**src/rtl/assert_macros.svh**
```systemverilog
// assertion macros for the rtl of the siphash table lookup
`ifndef ASSERT_MACROS_SVH
`define ASSERT_MACROS_SVH

`ifndef ASSERT_OFF
`define ASSERT_RST(label, clk, rst, prop, msg) \
   label: assert property (@(posedge clk) disable iff (rst) prop) else $error(msg);
`define ASSERT_ALWAYS(label, clk, prop, msg) \
   label: assert property (@(posedge clk) prop) else $error(msg);
`else
`define ASSERT_RST(label, clk, rst, prop, msg)
`define ASSERT_ALWAYS(label, clk, prop, msg)
`endif

`endif

```
**src/rtl/sitl_pkg.sv**
```systemverilog
// types, constants and helpers of the siphash table lookup
`timescale 1ns / 1ps
package sitl_pkg;

   // table geometry
   localparam int unsigned TABLE_ENTRIES = 65536;
   localparam int TABLE_ADDR_W = (TABLE_ENTRIES > 1) ? $clog2(TABLE_ENTRIES) : 1;
   localparam bit TABLE_POW2 = ((TABLE_ENTRIES & (TABLE_ENTRIES - 1)) == 0);

   // payload widths
   localparam int WORD_W = 64;
   localparam int INDEX_W = 16;
   localparam int CSR_ADDR_W = 4;
   localparam int CSR_SEL_BIT = 3;

   // item kinds
   localparam logic KIND_WRITE = 1'b0;
   localparam logic KIND_LOOKUP = 1'b1;

   // register selects
   localparam logic REG_KEY_LOW = 1'b0;
   localparam logic REG_KEY_HIGH = 1'b1;

   // key reset values
   localparam logic [WORD_W-1:0] KEY_LOW_RESET = 64'h0706050403020100;
   localparam logic [WORD_W-1:0] KEY_HIGH_RESET = 64'h0F0E0D0C0B0A0908;

   // siphash initialisation constants
   localparam logic [WORD_W-1:0] SIP_C0 = 64'h736f6d6570736575;
   localparam logic [WORD_W-1:0] SIP_C1 = 64'h646f72616e646f6d;
   localparam logic [WORD_W-1:0] SIP_C2 = 64'h6c7967656e657261;
   localparam logic [WORD_W-1:0] SIP_C3 = 64'h7465646279746573;

   // length word of an 8-byte message, and the finalisation mark
   localparam logic [WORD_W-1:0] SIP_LAST = 64'h0800000000000000;
   localparam logic [WORD_W-1:0] SIP_FINAL = 64'h00000000000000ff;

   typedef struct packed {
      logic [WORD_W-1:0] v0;
      logic [WORD_W-1:0] v1;
      logic [WORD_W-1:0] v2;
      logic [WORD_W-1:0] v3;
   } sip_state_type;

   typedef struct packed {
      logic                    wr_en;
      logic [TABLE_ADDR_W-1:0] wr_addr;
      logic [WORD_W-1:0]       wr_data;
      logic                    rd_en;
      logic [TABLE_ADDR_W-1:0] rd_addr;
   } table_req_type;

   typedef struct packed {
      logic                    done;
      logic [TABLE_ADDR_W-1:0] remainder;
   } mod_status_type;

   function automatic logic [WORD_W-1:0] rotl64(input logic [WORD_W-1:0] x,
                                                input int unsigned n);
      return (x << n) | (x >> (WORD_W - n));
   endfunction

endpackage

```
**src/rtl/sitl_round.sv**
```systemverilog
// siphash half round, the shared arithmetic unit
`timescale 1ns / 1ps
module sitl_round
   import sitl_pkg::*;
(
   input  sip_state_type state_in,
   input  logic          second_half,
   output sip_state_type state_out
);

   logic [WORD_W-1:0] a, b, c, d;
   logic [WORD_W-1:0] a_sum, b_mix, a_rot, c_sum, d_mix;

   // second half works on v2/v1 and v0/v3 with other rotations
   assign a = second_half ? state_in.v2 : state_in.v0;
   assign b = state_in.v1;
   assign c = second_half ? state_in.v0 : state_in.v2;
   assign d = state_in.v3;

   assign a_sum = a + b;
   assign b_mix = (second_half ? rotl64(b, 17) : rotl64(b, 13)) ^ a_sum;
   assign a_rot = rotl64(a_sum, 32);
   assign c_sum = c + d;
   assign d_mix = (second_half ? rotl64(d, 21) : rotl64(d, 16)) ^ c_sum;

   always_comb begin
      state_out.v1 = b_mix;
      state_out.v3 = d_mix;
      if (second_half) begin
         state_out.v0 = c_sum;
         state_out.v2 = a_rot;
      end else begin
         state_out.v0 = a_rot;
         state_out.v2 = c_sum;
      end
   end

endmodule

```
**config.mk**
```make
export PLATFORM = sky130hd
export DESIGN_NAME = sitl_round
export DESIGN_NICKNAME = d
export VERILOG_FILES = /design/src/rtl/assert_macros.svh /design/src/rtl/sitl_pkg.sv /design/src/rtl/sitl_round.sv
export SDC_FILE = /design/constraint.sdc
export NUM_CORES = 1
export LEC_CHECK = 0
export BUFFER_PORTS_ARGS = -buffer_cell sky130_fd_sc_hd__buf_2
export CAP_MARGIN = 40
export CORE_AREA = 5 5 194 196
export DETAILED_ROUTE_END_ITERATION = 6
export DIE_AREA = 0 0 199 201
export PLACE_DENSITY = 0.7
export SYNTH_ARGS = -nofsm -noshare
export SYNTH_HDL_FRONTEND = slang
export SYNTH_SLANG_ARGS = --single-unit
export TNS_END_PERCENT = 100
```
**constraint.sdc**
```tcl
create_clock -name vclk -period 5.3
set_input_delay 0 -clock vclk [all_inputs]
set_output_delay 0 -clock vclk [all_outputs]
set_load 0.005 [all_outputs]
```
# == Word-level counts from Yosys, hierarchy flattened ==
# Index checks and enable logic that the tools add are counted.
# word_totals
mem_bits_rw,0
latchBits,0
rom_bits,0
mem_count,0
reg_bits,0
out_inout_bits,256
# op_classes
mul,0
shift,0
n_addsub,2
n_div,0
eq_ne,0
n_mux,6
n_reduce_logical,0
bitwise,7
n_lt_le_gt_ge,0
# ops
cell,n
$mux 64,6
$add 64x64->64,2
$xor 64x64->64,2
$or 64x13->64,1
$or 64x16->64,1
$or 64x17->64,1
$or 64x21->64,1
$or 64x32->64,1

# == Longest topological paths before layout ==
# depth
word_depth,4
ltp_mapped,16

# == Worst setup path after synthesis ==
# OpenSTA, ideal clock, no wires.
# synth_path
path_kind,input to output
from,in second_half
to,out state_out[177] (netlist bit)
cell_stages,15
required_time_ps,5300
path_slack_ps,1563
arrival_time_ps,3737
cell_sequence,clkbuf_1 -> clkbuf_1 -> clkbuf_1 -> mux2_2 -> ha_1 -> buf_6 -> nand4_2 -> or3_4 -> a211oi_2 -> nor3_2 -> a211oi_2 -> nor3_2 -> o311a_1 -> or2_1 -> xnor3_1
# synth_lines
element,line,source
"start, declared",sitl_round.sv:7,"input logic second_half,"
"end, declared",sitl_round.sv:8,output sip_state_type state_out

==> impl_results.md <==
* Simple-gate portion of the synthesized area at 17.1%
* Max-Cap Viols at 0
* WHS at 0.429 ns
* Ys Warns at 0
* Initial core utilization at 38.5%
* DIE WIDTH at 199 um
* Post-DP Area at 16,900 um^2
* Inst Count DP at 2,803
* Total GRT Usage at 39.4%
* Synth Area in Compound Gates at 25.1%
* Max_slew headroom at 32.1%
* Gr ovfl total at 0
* Top Ports at 513
* Antenna violations before repair at 7
* Top post-synthesis cells by count: mux2_2 (189), nand2_1 (186), a21oi_1 (183)
* Post-Syn Area at 13,800 um^2
* Hold Path Class: in -> out
* Share of cells above drive strength 1 at 33.4%
* Hpwl dp at 75.0 mm
* # resized after CTS at 0
* Vias at 17,900
* Highest clock rate at 228 MHz
* Multiplexer share of the synthesized area at 26.0%
* Post-DRT Antenna Nets at 0
* Syn nets at 2,272
* Yosys top cell area share at 15.4%
* Worst path arrival time at 4.38 ns
* Routed WL at 84.9 mm
* TritonRoute pass-1 iters at 6
* Clock buffer cells at 0
* Cell with the most instances after synthesis: mux2_2
* # rows at 70
* Final Critical Period at 4.38 ns
* Die Y at 201 um
* Hold_buf cts at 0
* Area share of fa/ha/maj cells after synthesis at 11.7%
* Status: finished clean
* Postcts setup bufs at 0
* Final RePlAce weighted congestion at 1.06
* Largest net degree at the start of global routing at 59
* Slew of the pin with the lowest slew margin at 1.01 ns
* Final Cell Area at 16,900 um^2
* Critical path data required time at 5.30 ns
* FILL cells at 3,705
* Vias in the first global route at 17,100
* Core ar. at 35,900 um^2
* Die ar. at 40,000 um^2
* Count of cell types in the netlist at 87
* Final Cycle Share at 82.7%
* Count of final hold-check violations at 0
* Final setup fails at 0
* Post-layout util at 47.0%
* DRC at 0
* Average instance area after synthesis at 7.33 um^2
* Seq_cells at 0
* Fin cells at 2,805
* Post-Synth XOR/XNOR Area at 15.6%
* Top post-synthesis cells by area: mux2_2 (15%), ha_1 (11%), mux2i_1 (11%), xnor2_1 (9.7%), a21oi_1 (6.6%)
* Setup TNS at 0 ns
* Synth-to-layout area growth at 22.1%
* CP max FO at 55
* Largest family of logic cells by synthesized area: multiplexers
* Worst vdd ir at 112 uV
* PortBufs at 513
* CP Capture Type: output pin
* RSZ-0062 raised after global routing: no
* Critical path launch point type: input pin
* PD cells at 234 nW/um^2
* DR WL/cell at 30.3 um
* Sequential element share of the synthesized area at 0%
* Synth area leader: mux2_2
* Setup Crit Path Kind: in -> out
* Nets at 2,722
* Vias/cell at 6.39
* Post-synthesis cell count at 1,887
* First-pass GRT wire length at 117 mm
* Slew Limit Fails at 0
* Register Area at 0 um^2
* Iter 0 DRT Violations at 1,747
* Pleak at 7.95 nW
[cell usage in the layout, fill, tap and decap left out, types with 5 or more instances in the layout]
| cell type | n |
|---|---|
| a31oi_1 | 21 |
| a211oi_1 | 15 |
| nand4_1 | 32 |
| mux2_2 | 189 |
| o211ai_1 | 13 |
| xnor2_1 | 153 |
| xnor3_1 | 12 |
| or2_2 | 7 |
| xor2_1 | 63 |
| a21oi_1 | 183 |
| nor3b_1 | 7 |
| o21bai_1 | 31 |
| nand3_1 | 44 |
| a21o_1 | 47 |
| nand2_1 | 186 |
| or4_1 | 5 |
| and2_1 | 9 |
| nor3_1 | 47 |
| nand2b_1 | 8 |
| o221ai_1 | 6 |
| nor2b_1 | 5 |
| ha_1 | 126 |
| o31ai_1 | 30 |
| nor4_1 | 11 |
| buf_4 | 30 |
| buf_2 | 512 |
| o21a_1 | 15 |
| and3_1 | 11 |
| inv_1 | 50 |
| a2111oi_0 | 7 |
| o21ai_1 | 9 |
| mux2i_1 | 146 |
| or3_1 | 11 |
| o21ai_0 | 113 |
| nor2_1 | 97 |
[stage by stage]
step	worst slack, ns	total power [mW]
after floorplan	1.56	2.07
after detailed placement	1.01	3.83
after global routing	0.684	4.13
final	0.918	3.96
after global placement	1.04	3.82
after CTS	0.979	3.86
[power breakdown]
| part | internal, mW | leakage (nW) | total (mW) | switching, mW |
|---|---|---|---|---|
| registers | 0 | 0 | 0 | 0 |
| clock network | 0.00000000664 | 0.0000127 | 0.00000000666 | 0 |
| logic | 1.55 | 7.95 | 3.96 | 2.40 |
[layer usage]
| metal | up-vias | part of all wire [%] | global-route usage (%) |
|---|---|---|---|
| met5 | - | 0.088 | 0 |
| met4 | 10 | 7.9 | 23.7 |
| met3 | 254 | 9.2 | 6.04 |
| met2 | 1200 | 43 | 61.9 |
| met1 | 8518 | 39 | 50.6 |
| li1 | 7937 | - | - |
[logic make-up (layout without fill, tap and decap cells)]
| kind of cell | Yosys count | after routing |
|---|---|---|
| fa+ha+maj | 128 | 128 |
| xor+xnor | 228 | 228 |
| mux | 335 | 335 |
| buf+inv | 150 | 598 |
| compound gates | 548 | 548 |
| other cells | 0 | 2 |
| simple gates | 498 | 498 |
[worst paths after layout]
check	from	to	slack, ns	depth (start not counted)
max	second_half	state_out[158]	0.92	15
min	state_in[51]	state_out[3]	0.43	4
[worst max-delay path: stages]
cell,delay [ns]
buf_8,0.35
buf_4,0.30
mux2_2,0.36
ha_1,0.33
nand2b_1,0.12
a21oi_1,0.14
o2111ai_1,0.51
a211oi_1,0.15
buf_4,0.18
o21ai_0,0.30
a31oi_1,0.20
o21ai_0,0.54
nand2_1,0.34
xor2_1,0.33
buf_2,0.16
[cell type report]
class                      instances  area (um^2)  area share (%)
multi-input combinational       1737        13200            78.2
timing repair buffer             547         2900            17.2
tap                              468          586            3.47
inverter                          51          191            1.13
antenna                            2         5.00          0.0296
No activity file was read; power rests on OpenSTA's default activity.
