==> src/rtl/assert_macros.svh <==
// assertion macros for the rtl of the siphash table lookup
`ifndef ASSERT_MACROS_SVH
`define ASSERT_MACROS_SVH

`ifndef ASSERT_OFF
`define ASSERT_RST(label, clk, rst, prop, msg) \
   label: assert property (@(posedge clk) disable iff (rst) prop) else $error(msg);
`define ASSERT_ALWAYS(label, clk, prop, msg) \
   label: assert property (@(posedge clk) prop) else $error(msg);
`else
`define ASSERT_RST(label, clk, rst, prop, msg)
`define ASSERT_ALWAYS(label, clk, prop, msg)
`endif

`endif

==> src/rtl/sitl_pkg.sv <==
// types, constants and helpers of the siphash table lookup
`timescale 1ns / 1ps
package sitl_pkg;

   // table geometry
   localparam int unsigned TABLE_ENTRIES = 65536;
   localparam int TABLE_ADDR_W = (TABLE_ENTRIES > 1) ? $clog2(TABLE_ENTRIES) : 1;
   localparam bit TABLE_POW2 = ((TABLE_ENTRIES & (TABLE_ENTRIES - 1)) == 0);

   // payload widths
   localparam int WORD_W = 64;
   localparam int INDEX_W = 16;
   localparam int CSR_ADDR_W = 4;
   localparam int CSR_SEL_BIT = 3;

   // item kinds
   localparam logic KIND_WRITE = 1'b0;
   localparam logic KIND_LOOKUP = 1'b1;

   // register selects
   localparam logic REG_KEY_LOW = 1'b0;
   localparam logic REG_KEY_HIGH = 1'b1;

   // key reset values
   localparam logic [WORD_W-1:0] KEY_LOW_RESET = 64'h0706050403020100;
   localparam logic [WORD_W-1:0] KEY_HIGH_RESET = 64'h0F0E0D0C0B0A0908;

   // siphash initialisation constants
   localparam logic [WORD_W-1:0] SIP_C0 = 64'h736f6d6570736575;
   localparam logic [WORD_W-1:0] SIP_C1 = 64'h646f72616e646f6d;
   localparam logic [WORD_W-1:0] SIP_C2 = 64'h6c7967656e657261;
   localparam logic [WORD_W-1:0] SIP_C3 = 64'h7465646279746573;

   // length word of an 8-byte message, and the finalisation mark
   localparam logic [WORD_W-1:0] SIP_LAST = 64'h0800000000000000;
   localparam logic [WORD_W-1:0] SIP_FINAL = 64'h00000000000000ff;

   typedef struct packed {
      logic [WORD_W-1:0] v0;
      logic [WORD_W-1:0] v1;
      logic [WORD_W-1:0] v2;
      logic [WORD_W-1:0] v3;
   } sip_state_type;

   typedef struct packed {
      logic                    wr_en;
      logic [TABLE_ADDR_W-1:0] wr_addr;
      logic [WORD_W-1:0]       wr_data;
      logic                    rd_en;
      logic [TABLE_ADDR_W-1:0] rd_addr;
   } table_req_type;

   typedef struct packed {
      logic                    done;
      logic [TABLE_ADDR_W-1:0] remainder;
   } mod_status_type;

   function automatic logic [WORD_W-1:0] rotl64(input logic [WORD_W-1:0] x,
                                                input int unsigned n);
      return (x << n) | (x >> (WORD_W - n));
   endfunction

endpackage

==> src/rtl/sitl_mod.sv <==
// hash reduction modulo the table size
`timescale 1ns / 1ps
module sitl_mod
   import sitl_pkg::*;
(
   input  logic              clock,
   input  logic              reset,
   input  logic              start,
   input  logic [WORD_W-1:0] hash,
   output mod_status_type    status
);

   generate
      if (TABLE_POW2) begin : g_mask
         logic                    done_ff;
         logic [TABLE_ADDR_W-1:0] rem_ff;

         always_ff @(posedge clock) begin
            if (reset) begin
               done_ff <= 1'b0;
            end else begin
               done_ff <= start;
            end
            if (start) begin
               rem_ff <= hash[TABLE_ADDR_W-1:0];
            end
         end

         assign status.done = done_ff;
         assign status.remainder = rem_ff;
      end else begin : g_serial
         localparam int RW = TABLE_ADDR_W + 1;
         localparam int BITS_PER_CYCLE = 8;
         localparam int CYCLES = WORD_W / BITS_PER_CYCLE;
         localparam int CNT_W = $clog2(CYCLES);
         localparam logic [RW-1:0] MODULUS = RW'(TABLE_ENTRIES);
         localparam logic [CNT_W-1:0] CNT_LAST = CNT_W'(CYCLES - 1);

         logic                    busy_ff, done_ff;
         logic [CNT_W-1:0]        cnt_ff;
         logic [TABLE_ADDR_W-1:0] rem_ff, rem_in;
         logic [WORD_W-1:0]       shift_ff;
         logic [RW-1:0]           partial;

         // one compare and subtract per message bit, msb first
         always_comb begin
            partial = {1'b0, rem_ff};
            for (int i = 0; i < BITS_PER_CYCLE; i++) begin
               partial = {partial[RW-2:0], shift_ff[WORD_W-1-i]};
               if (partial >= MODULUS) begin
                  partial = partial - MODULUS;
               end
            end
            rem_in = partial[RW-2:0];
         end

         always_ff @(posedge clock) begin
            if (reset) begin
               busy_ff <= 1'b0;
               done_ff <= 1'b0;
               cnt_ff  <= '0;
            end else begin
               done_ff <= 1'b0;
               if (start) begin
                  busy_ff <= 1'b1;
                  cnt_ff  <= '0;
               end else if (busy_ff) begin
                  cnt_ff <= cnt_ff + 1'b1;
                  if (cnt_ff == CNT_LAST) begin
                     busy_ff <= 1'b0;
                     done_ff <= 1'b1;
                  end
               end
            end
            if (start) begin
               rem_ff   <= '0;
               shift_ff <= hash;
            end else if (busy_ff) begin
               rem_ff   <= rem_in;
               shift_ff <= shift_ff << BITS_PER_CYCLE;
            end
         end

         assign status.done = done_ff;
         assign status.remainder = rem_ff;
      end
   endgenerate

endmodule

==> config.mk <==
export PLATFORM = sky130hd
export DESIGN_NAME = sitl_mod
export DESIGN_NICKNAME = d
export VERILOG_FILES = /design/src/rtl/assert_macros.svh /design/src/rtl/sitl_pkg.sv /design/src/rtl/sitl_mod.sv
export SDC_FILE = /design/constraint.sdc
export NUM_CORES = 1
export LEC_CHECK = 0
export ABC_AREA = 1
export BUFFER_PORTS_ARGS = -buffer_cell sky130_fd_sc_hd__buf_2
export CORE_MARGIN = 2
export CORE_UTILIZATION = 30
export CTS_BUF_LIST = sky130_fd_sc_hd__clkbuf_8
export DETAILED_ROUTE_END_ITERATION = 8
export GPL_ROUTABILITY_DRIVEN = 0
export GPL_TIMING_DRIVEN = 0
export PLACE_DENSITY = 0.9
export SYNTH_ARGS = -nofsm -noshare
export SYNTH_HDL_FRONTEND = slang
export SYNTH_SLANG_ARGS = --single-unit
export TNS_END_PERCENT = 30
==> constraint.sdc <==
create_clock -name clock -period 0.91 [get_ports clock]
set_clock_uncertainty 0.2 [all_clocks]
set_input_delay 0.091 -clock clock [delete_from_list [all_inputs] [get_ports clock]]
set_output_delay 0.091 -clock clock [all_outputs]
set_load 0.05 [all_outputs]
### After elaboration in Yosys (flattened, before gate mapping)

Cells that the tools add are included.
W data, S select, Z words.

* shift operators: 0
* reductions and logical operators: 0
* multipliers: 0
* add/subtract/negate cells: 0
* bitwise operators: 0
* multiplexer cells: 0
* div/mod/pow operators: 0
* equality and inequality tests: 0
* $lt $le $gt $ge: 0

* bits in latches: 0
* logic and storage cells: 2
* memory bits (writable): 0
* memories: 0
* output and inout bits: 17
* bits in registers: 17
* bits in read-only memories: 0
* input port bits: 67

### Depth between registers and ports, before layout

* depth after elaboration: 0
* gate-level depth with buffers: 2
* mapped depth without buffers: 2

### Least setup slack after synthesis

No wires, ideal clock.

* kind: register -> output
* start point: register g_mask.rem_ff[0]
* end point: output port status[0] (netlist bit)
* arrival: 601 ps
* path slack: 18 ps
* stages on the path, launching flop included: 1
* path buffers: 0
* path through: edfxtp_1

RTL lines
* start: declaration: line sitl_mod.sv:16 `logic [TABLE_ADDR_W-1:0] rem_ff;`
* start signal: assignment: line sitl_mod.sv:25 `rem_ff <= hash[TABLE_ADDR_W-1:0];`
* end: declaration: line sitl_mod.sv:10 `output mod_status_type status`

No word-level cell between the ends.

### Final worst setup path

* start point: register g_mask.rem_ff[12]
* end point: output port status[12] (netlist bit)

No word-level cell between the ends.

==> out/metrics.yaml <==
timing.hold.ws_ns: -0.1814
drive_gt1_share_pct: 69.49
track_usage_pct: 11.78
rsz0062_at_grt: "true"
start_kind: "flop"
synth_cell_type_count: 5
io_pins: 84
instances_no_fill: 76
initialDrtViolationCount: 1
ant_nets: 0
nets: 127
violations: "hold timing, setup timing"
netlist_area_sq_um: 518.0
switchingPower_uw: 515.4
route.detailed.drc: 0
syn-num-nets: 87
die_y_um: 45.56
cts.sinks: 17
core-area_sq_mm: 0.001670
hold_viol: 16
syn_avg_cell_area_sq_um: 25.90
fmax_mhz: 896.6
required_ns: 0.62
initial_core_util_pct: 31.01
antenna_cells: 0
cp_slowest_cell: "edfxtp_1"
swShare_pct: 27.37
min_path_cells: 1
area_growth_pct: 68.84
grt_overflow: 0
synthCells: 20
path_clk_slew_ns: 0.06
antenna_found_initial: 0
cts_buffer_depth: 2
grt_pass1_vias: 321
powerDensity_mw_per_mm2: 2153
die_x_um: 45.56
p_seq_share_pct: 50.7
critPathArrivalTime_ns: 0.82
critPathMaxStageDelay_ns: 0.41
port_buffers: 35
crit_family: "flip-flops"
ys_seq_area_share_pct: 96.62
synth-seq-cells: 17
min_period_over_period_pct: 122.6
synth_warnings: 0
htree_levels: 1
status: "complete, but fails checks"
wl_per_cell_um: 13.88
n_fill_cell: 134
drtPass1Iterations: 2
cp-end-kind: "output pin"
slew_violations: 0
vias: 325
rows: 15
grt_max_degree: 18
total_power_uw: 1883
routed_wl_um: 1055
ir_drop_uv: 838.9
fp.dieArea_sq_mm: 0.002075
cap_violations: 0
timing.final.ws_setup_ns: -0.2054
cts_hold_buf: 1
cts-root-buf: "clkbuf_8"
pwr-share-clk_pct: 28.4
p_leak_uw: 0.0003770
cp_max_fo: 1
hp-class: "input pin to flop"
crit_chain: "buf_6"
slew_headroom_pct: 76.20
finalSetupViolations: 17
tritoncts: "yes"
grt_pass1_wl_um: 1531
hold_start: "hash[4]"
internal_power_uw: 1368
worst_slew_pin_slew_ns: 0.3570
cts_setup_buffers: 0
crit_type: "flop to output pin"
crit_buf_inv: 1
via_per_inst: 4.276
placed_cells: 72
combPwrFrac_pct: 20.9
cts_made_buffers: 3
hold_path_end: "g_mask.rem_ff[4]"
finalCriticalPeriod_ns: 1.115
-- registers in the layout, indices dropped and copies added (netlist names) --
signal          flops
g_mask.done_ff      1
g_mask.rem_ff      16
-- power groups by stage --
stage	Clock [uW]	Sequential (uW)	Combinational [uW]
after floorplan	0	1160	14.3
after global placement	0	953	320
after detailed placement	0	954	324
after CTS	570	952	396
after global routing	603	958	409
final	535	954	394
-- cells in the mapped netlist (all sizes together) --
master	n	area, sq um
dfxtp	1	20.02
inv	1	3.750
edfxtp	16	480.5
nor2	1	6.260
buf	1	7.510
-- cell families (layout without fill, tap and decap cells) --
logic type | count (synthesis) | count (layout) | share of synthesized area (%)
buffers and inverters | 2 | 41 | 2.174
DFF | 17 | 17 | 96.62
and+or+nand+nor | 1 | 1 | 1.209
-- per-stage QoR --
stage / cell area (sq um) / util, % / hold slack, ns / setup TNS [ns] / setup WS [ns]
6_report: 874.6 / 52.36 / -0.1814 / -2.947 / -0.2054
3_3_place_gp: 714.4 / 42.77 / 0.05613 / -0.4265 / -0.02679
4_1_cts: 877.1 / 52.51 / -0.1936 / -3.241 / -0.2202
3_5_place_dp: 714.4 / 42.77 / 0.06492 / -0.8622 / -0.05344
2_1_floorplan: 518.0 / - / -0.04213 / 0 / 0.01840
5_1_grt: 874.6 / 52.36 / -0.1972 / -3.511 / -0.2340
-- timing repair --
| item | 4_1_cts | 5_1_grt |
|---|---|---|
| gates resized for setup | 34 | 2 |
| hold endpoints to repair | 17 | 16 |
| endpoints found under the setup margin | 17 | 17 |
-- cell usage in the layout, fill, tap and decap left out --
| cell type | netlist | final |
|---|---|---|
| clkbuf_8 | 0 | 3 |
| inv_1 | 1 | 1 |
| buf_8 | 0 | 1 |
| buf_2 | 0 | 18 |
| dlygate4sd3_1 | 0 | 1 |
| edfxtp_1 | 16 | 16 |
| nor2_2 | 1 | 1 |
| buf_6 | 0 | 16 |
| clkinv_2 | 0 | 1 |
| dfxtp_2 | 0 | 1 |
-- per-layer routing --
metal	GRT usage, %	share of wire [%]
met1	14.29	41
met2	13.80	37
met3	8.730	22
met4	8.824	0
met5	0	0
-- final cells by class --
type                            count  area [sq um]  area share (%)
Tap cell                           17         21.27           2.432
Timing Repair Buffer               36         295.3           33.76
Clock inverter                      1         5.005          0.5722
Clock buffer                        3         41.29           4.721
Inverter                            1         3.754          0.4292
Multi-Input combinational cell      1         6.256          0.7153
Sequential cell                    17         501.7           57.37
-- worst max path at each step --
stage                      start  cells past startpoint                end
2_1_floorplan   g_mask.rem_ff[0]                      0          status[0]
3_3_place_gp               start                      1  g_mask.rem_ff[11]
3_5_place_dp               start                      1   g_mask.rem_ff[6]
4_1_cts        g_mask.rem_ff[12]                      1         status[12]
5_1_grt        g_mask.rem_ff[12]                      1         status[12]
6_report       g_mask.rem_ff[12]                      1         status[12]
(Power assumes the default switching activity.)
